### src/rtl/salc_pkg.sv
// Shared codes, widths and helpers for the set-associative LRU cache model.
package salc_pkg;

    localparam int ADDR_W     = 32;
    localparam int TAG_W      = 32;
    localparam int COUNT_W    = 32;
    localparam int WAYS_CNT_W = 5;   // holds the 4-bit ways field and MAX_WAYS up to 16

    localparam logic [COUNT_W-1:0] COUNT_MAX = 32'hFFFF_FFFF;

    // Trace access kinds
    localparam logic [1:0] ACT_LOAD   = 2'd0;
    localparam logic [1:0] ACT_STORE  = 2'd1;
    localparam logic [1:0] ACT_MODIFY = 2'd2;
    localparam logic [1:0] ACT_NONE   = 2'd3;

    // Configuration register indexes
    localparam logic [1:0] REG_SET_BITS   = 2'd0;
    localparam logic [1:0] REG_WAYS       = 2'd1;
    localparam logic [1:0] REG_BLOCK_BITS = 2'd2;

    typedef struct packed {
        logic hit;
        logic evicted;
    } upd_status_t;

    function automatic logic [COUNT_W-1:0] sat_inc(input logic [COUNT_W-1:0] v);
        return (v == COUNT_MAX) ? v : v + 1'b1;
    endfunction

    // Tag is the address above offset and set bits; zero once the shift reaches the width.
    function automatic logic [TAG_W-1:0] tag_of(input logic [ADDR_W-1:0] a,
                                                input logic [3:0] sb,
                                                input logic [4:0] bb);
        logic [5:0] sh;
        sh = {2'b00, sb} + {1'b0, bb};
        return (sh >= 6'd32) ? '0 : (a >> sh);
    endfunction

endpackage

### src/rtl/salc_update.sv
// Per-set lookup and LRU update: hit search, fill or victim choice, new ranks.
module salc_update
    import salc_pkg::*;
#(
    parameter int MAX_WAYS = 8
) (
    input  logic [MAX_WAYS-1:0][TAG_W-1:0]                    tags_in,
    input  logic [MAX_WAYS-1:0]                               valid_in,
    input  logic [MAX_WAYS-1:0][(MAX_WAYS > 1 ? $clog2(MAX_WAYS) : 1)-1:0] rank_in,
    input  logic [WAYS_CNT_W-1:0]                             nw,
    input  logic [TAG_W-1:0]                                  tag,
    output logic [MAX_WAYS-1:0][TAG_W-1:0]                    tags_out,
    output logic [MAX_WAYS-1:0]                               valid_out,
    output logic [MAX_WAYS-1:0][(MAX_WAYS > 1 ? $clog2(MAX_WAYS) : 1)-1:0] rank_out,
    output upd_status_t                                       status
);

    localparam int RW = (MAX_WAYS > 1) ? $clog2(MAX_WAYS) : 1;
    localparam int WW = (MAX_WAYS > 1) ? $clog2(MAX_WAYS) : 1;
    localparam logic [RW-1:0] RANK_TOP = RW'(MAX_WAYS - 1);

    function automatic logic [RW-1:0] rank_inc(input logic [RW-1:0] r);
        return (r >= RANK_TOP) ? RANK_TOP : r + 1'b1;
    endfunction

    always_comb
    begin
        logic [MAX_WAYS-1:0] vis;
        logic                hit;
        logic                have_free;
        logic [WW-1:0]       hit_way;
        logic [WW-1:0]       free_way;
        logic [WW-1:0]       victim;
        logic [WW-1:0]       slot;
        logic [RW-1:0]       vmax;
        logic [RW-1:0]       hit_rank;

        for (int w = 0; w < MAX_WAYS; w++)
        begin
            vis[w] = (WAYS_CNT_W'(w) < nw);
        end

        // Lowest visible valid way with a matching tag, lowest visible free way
        hit       = 1'b0;
        have_free = 1'b0;
        hit_way   = '0;
        free_way  = '0;
        for (int w = 0; w < MAX_WAYS; w++)
        begin
            if (vis[w] && valid_in[w])
            begin
                if (!hit && tags_in[w] == tag)
                begin
                    hit     = 1'b1;
                    hit_way = WW'(w);
                end
            end
            else if (vis[w] && !have_free)
            begin
                have_free = 1'b1;
                free_way  = WW'(w);
            end
        end

        // Greatest rank among visible ways; ties keep the lowest way
        victim = '0;
        vmax   = rank_in[0];
        for (int w = 1; w < MAX_WAYS; w++)
        begin
            if (vis[w] && rank_in[w] > vmax)
            begin
                victim = WW'(w);
                vmax   = rank_in[w];
            end
        end

        hit_rank  = rank_in[hit_way];
        tags_out  = tags_in;
        valid_out = valid_in;
        rank_out  = rank_in;
        slot      = have_free ? free_way : victim;

        if (hit)
        begin
            for (int w = 0; w < MAX_WAYS; w++)
            begin
                if (vis[w] && valid_in[w] && WW'(w) != hit_way && rank_in[w] < hit_rank)
                begin
                    rank_out[w] = rank_inc(rank_in[w]);
                end
            end
            rank_out[hit_way] = '0;
        end
        else
        begin
            for (int w = 0; w < MAX_WAYS; w++)
            begin
                if (have_free)
                begin
                    if (vis[w] && valid_in[w])
                    begin
                        rank_out[w] = rank_inc(rank_in[w]);
                    end
                end
                else if (vis[w] && WW'(w) != victim && rank_in[w] < vmax)
                begin
                    rank_out[w] = rank_inc(rank_in[w]);
                end
            end
            tags_out[slot]  = tag;
            valid_out[slot] = 1'b1;
            rank_out[slot]  = '0;
        end

        status.hit     = hit;
        status.evicted = !hit && !have_free;
    end

endmodule

### config.mk
export PLATFORM = sky130hd
export DESIGN_NAME = salc_update
export DESIGN_NICKNAME = d
export VERILOG_FILES = /design/src/rtl/salc_pkg.sv /design/src/rtl/salc_update.sv
export SDC_FILE = /design/constraint.sdc
export NUM_CORES = 1
export LEC_CHECK = 0
export ABC_AREA = 1
export BUFFER_PORTS_ARGS = -buffer_cell sky130_fd_sc_hd__buf_4
export CAP_MARGIN = 0
export CORE_AREA = 8 8 232 234
export DETAILED_ROUTE_END_ITERATION = 16
export DIE_AREA = 0 0 240 242
export MAX_ROUTING_LAYER = met4
export PLACE_DENSITY_LB_ADDON = 0.3
export SETUP_SLACK_MARGIN = 0.05
export SYNTH_ARGS = -nofsm -noshare
export SYNTH_HDL_FRONTEND = slang
export SYNTH_SLANG_ARGS = --single-unit
### constraint.sdc
create_clock -name vclk -period 13.6
set_input_delay 2.72 -clock vclk [all_inputs]
set_output_delay 2.72 -clock vclk [all_outputs]
set_load 0.03 [all_outputs]
After elaboration in Yosys (flattened, before gate mapping):

Cells that the tools add are included.

* register bits: 0
* bits of input ports: 325
* output and inout bits: 290
* logic and storage cells: 305

* $add $sub $neg: 8
* $lt $le $gt $ge: 43
* equal/unequal tests: 22
* multiplexer cells: 145
* bitwise operators: 5
* reduce and logical (&&, ||, !) cells: 82

Operators with widths (count)
* 2-to-1 mux 3 bit: 97
* bitwise mux 256 bit: 1
* == test 32 bit: 8
* 2-to-1 mux 256 bit: 1
* demux 32 bit (select 3 bit): 1
* logical AND 1 bit: 64
* AND 24 bit: 2
* < comparator 3 bit: 16
* NOT 24 bit: 2
* 2-to-1 mux 1 bit: 38
* 2-to-1 mux 32 bit: 1
* adder 3 x 1 -> 3 bit, second input constant: 8
* >= comparator 3 bit, second input constant: 8
* 2-to-1 mux 24 bit: 1
* inequality test 3 bit, first input constant: 8
* > comparator 3 bit: 7
* < comparator 3 x 5 -> 1 bit, first input constant: 4
* demux 3 bit (select 3 bit): 2
* logical NOT 1 bit: 16
* inequality test 2 x 3 -> 1 bit, first input constant: 4
* < comparator 1 x 5 -> 1 bit, first input constant: 2
* < comparator 2 x 5 -> 1 bit, first input constant: 2
* binary-select mux 3 bit (select 3 bit): 1
* < comparator 3 x 4 -> 1 bit, second input constant: 2
* other kinds (6): 9

Depth between registers and ports, before layout:

* depth in word-level cells: 39
* gate-level depth with buffers: 69
* depth with buffers taken out: 69

Worst setup path before layout:

OpenSTA, ideal clock, no wires.

* path kind: input to output
* from: input rank_in[2] (netlist bit)
* to: output tags_out[64] (netlist bit)
* arrival time: 10.964 ns
* required time: 10.880 ns
* slack: -0.084 ns
* stages: 58
* buffers on the path: 2
* cells stage by stage: inv_1 ha_1 a21oi_1 nand2_4 nand2_4 nand2_1 o21ai_0 ha_1 o21ai_0 nand3_2 nand3_2 nand2_4 o21a_1 ha_1 or2_2 o22ai_1 inv_2 nand2_4 (+22 left out) nor2_1 inv_1 nand2_1 clkinv_1 nand2_2 nand3_2 o21a_1 ha_1 nand4_2 nand3_4 nand2_4 o21ai_2 inv_2 nor2_4 nand3_1 buf_4 buf_4 o21ai_1

RTL lines
* start: declaration: RTL line salc_update.sv:9 `input logic [MAX_WAYS-1:0][(MAX_WAYS > 1 ? $clog2(MAX_WAYS) : 1)-1:0] rank_in,`
* end: declaration: RTL line salc_update.sv:12 `output logic [MAX_WAYS-1:0][TAG_W-1:0] tags_out,`

==> flow_metrics.env <==
export IMPL_core_area_um2=50500
export IMPL_slew_viol_final=0
export IMPL_synth_nets=2588
export IMPL_comb_power_share=1.000
export IMPL_via_count=19400
export IMPL_drt_wirelength_per_cell_um=27.2
export IMPL_drive_gt1_frac=0.441
export IMPL_finalCritPeriodShare=1.00
export IMPL_violations="setup timing"
export IMPL_cp_start_kind="input pin"
export IMPL_first_iter_violations=1893
export IMPL_switchingPower_uw=839
export IMPL_grt_pass1_wl_um=130000
export IMPL_finalWorstSetupSlack_ns=-0.0258
export IMPL_rsz0062_at_grt="yes"
export IMPL_status="finished, violations left"
export IMPL_rows=83
export IMPL_worstSetupEndpointType="output port"
export IMPL_grt_max_degree=49
export IMPL_switching_share=0.604
export IMPL_pwr_share_seq=0
export IMPL_postSynthAreaPerCell_um2=5.45
export IMPL_fill_cells=5504
export IMPL_ys_types=60
export IMPL_dieArea_um2=58100
export IMPL_grt_overflow_total=0
export IMPL_dpl_cell_area_um2=18400
export IMPL_hp_class="in2out"
export IMPL_area_growth_pct=78.3
export IMPL_hold_violations=0
export IMPL_via_per_inst=5.39
export IMPL_fp_dieH_um=242
export IMPL_total_power_mw=1.39
export IMPL_drt_pass1_iter_count=5
export IMPL_seq_area_um2=0
export IMPL_track_usage=0.310
export IMPL_ys_warn_count=0
export IMPL_multi_input_area_um2=12200
export IMPL_antenna_found_initial=2
export IMPL_postSynthCellCount=2222
export IMPL_synth_seq_area_share=0
export IMPL_critPathRequiredTime_ns=10.88
export IMPL_io_pin_count=615
export IMPL_clock_buffers=0
export IMPL_drc=0
export IMPL_gp_congestion=1.03
export IMPL_fin_area_um2=21600
export IMPL_critical_path_arrival_ns=10.91
export IMPL_start_util=0.240
export IMPL_pwr_share_clk=0
export IMPL_worst_pin_slew_ns=1.34
export IMPL_cts_hold_buf=0
export IMPL_p_leak_nw=10.5
export IMPL_die_w_um=240
export IMPL_portBuffers=615
export IMPL_internal_power_uw=549
export IMPL_routed_wl_um=97700
export IMPL_critPathMaxStageDelay_ns=0.29
export IMPL_fmax_mhz=73.4
export IMPL_cp_common_cell="nand2_4"
export IMPL_peakVddDrop_mv=0.0559
export IMPL_final_util=0.428
export IMPL_path_class="in2out"
export IMPL_setup_viol=7
export IMPL_mostFrequentLayoutCells="536 x nand2_1, 531 x buf_4, 214 x buf_6, 211 x inv_1, 181 x o21ai_2"
export IMPL_hpwl_um=78900
export IMPL_cp_max_fo=12
export IMPL_layout_commonest_cell="nand2_1"
export IMPL_maxCapViolCount=0
export IMPL_syn_cell_area_um2=12100
export IMPL_nNetsFinal=3279
export IMPL_fin_crit_ns=13.63
export IMPL_crit_path_top_delay_cell="ha_4"
export IMPL_slew_headroom=0.105
export IMPL_detail_route_antenna_nets=0
export IMPL_p_per_area_nw_per_um2=64.3
export IMPL_seq_cells=0
export IMPL_grt_pass1_vias=18000
==> worst paths after layout <==
| check | startpoint | endpoint | slack, ns | depth (start not counted) |
|---|---|---|---|---|
| min | tags_in[103] | tags_out[103] | 5.76 | 4 |
| max | rank_in[2] | tags_out[227] | -0.03 | 61 |
==> area by class of cell <==
type / count / share of cell area
Timing Repair Buffer: 803 / 0.355
Multi-Input combinational cell: 1879 / 0.565
Inverter: 229 / 0.0406
Antenna cell: 2 / 0.000232
Tap cell: 680 / 0.0394
==> routing by layer <==
metal	wire length (um)	GRT usage
met5	0	-
met4	4420	0.0958
met3	8060	0.0356
met2	45500	0.512
met1	39700	0.392
==> synth_stat cells, types with 4 or more instances <==
cell,count,share of area
nand2_1,643,0.20
o21ai_1,254,0.11
inv_1,217,0.067
xnor2_1,143,0.10
nand3_1,142,0.059
nor2_1,108,0.033
nand4_1,105,0.054
xor2_1,68,0.049
nor4_1,60,0.031
o21ai_0,54,0.022
or2_2,48,0.025
a21oi_1,47,0.019
ha_1,41,0.042
buf_6,40,0.037
buf_4,27,0.017
nor3_1,25,0.010
clkbuf_1,23,0.0071
nand3b_1,20,0.012
nand2_2,16,0.0083
nand3_2,14,0.012
buf_2,13,0.0054
nand2_4,12,0.011
o21ai_2,9,0.0065
inv_2,8,0.0025
o211ai_1,8,0.0050
buf_8,6,0.0074
o21a_1,6,0.0037
and3_1,5,0.0026
clkbuf_2,5,0.0021
nor3b_1,4,0.0025
o221ai_1,4,0.0029
==> per-stage QoR <==
| step | setup TNS [ns] | hold slack, ns | worst slack [ns] | std cells |
|---|---|---|---|---|
| after CTS | 0 | 5.77 | 0.00774 | 3544 |
| after global placement | -55.40 | 5.78 | -0.284 | 3518 |
| after detailed placement | -73.83 | 5.78 | -0.372 | 3518 |
| final | -0.0897 | 5.76 | -0.0258 | 3593 |
| after global routing | -93.87 | 5.78 | -0.434 | 3593 |
| after floorplan | -0.253 | 5.61 | -0.0845 | 2222 |
==> what timing repair did <==
action | in CTS | in global routing
resized for setup | 87 | 437
cloned | 7 | 25
endpoints found under the setup margin | 288 | 288
setup buffers | 19 | 22
pin swaps | 18 | 43
==> cells by family after synthesis <==
| family | after synthesis | synth area share |
|---|---|---|
| adder cells (fa/ha/maj) | 41 | 0.0424 |
| AND/OR/NAND/NOR | 1224 | 0.477 |
| buffers and inverters | 343 | 0.147 |
| multiplexers | 1 | 0.000827 |
| AO/OA/AOI/OAI | 402 | 0.180 |
| XOR/XNOR | 211 | 0.153 |
==> power groups by stage <==
stage	sequential, mW	combinational, mW	clock (mW)
after floorplan	0	0.681	0
after global placement	0	1.15	0
after detailed placement	0	1.15	0
after CTS	0	1.22	0
after global routing	0	1.47	0.0000000197
final	0	1.39	0.0000000198
==> critical path, delay by kind of cell <==
| kind | cells | cell delay, ns |
|---|---|---|
| compound gates | 10 | 1.81 |
| fa+ha+maj | 7 | 1.79 |
| buf+inv | 14 | 1.21 |
| simple gates | 30 | 3.39 |
(Power assumes the default switching activity.)
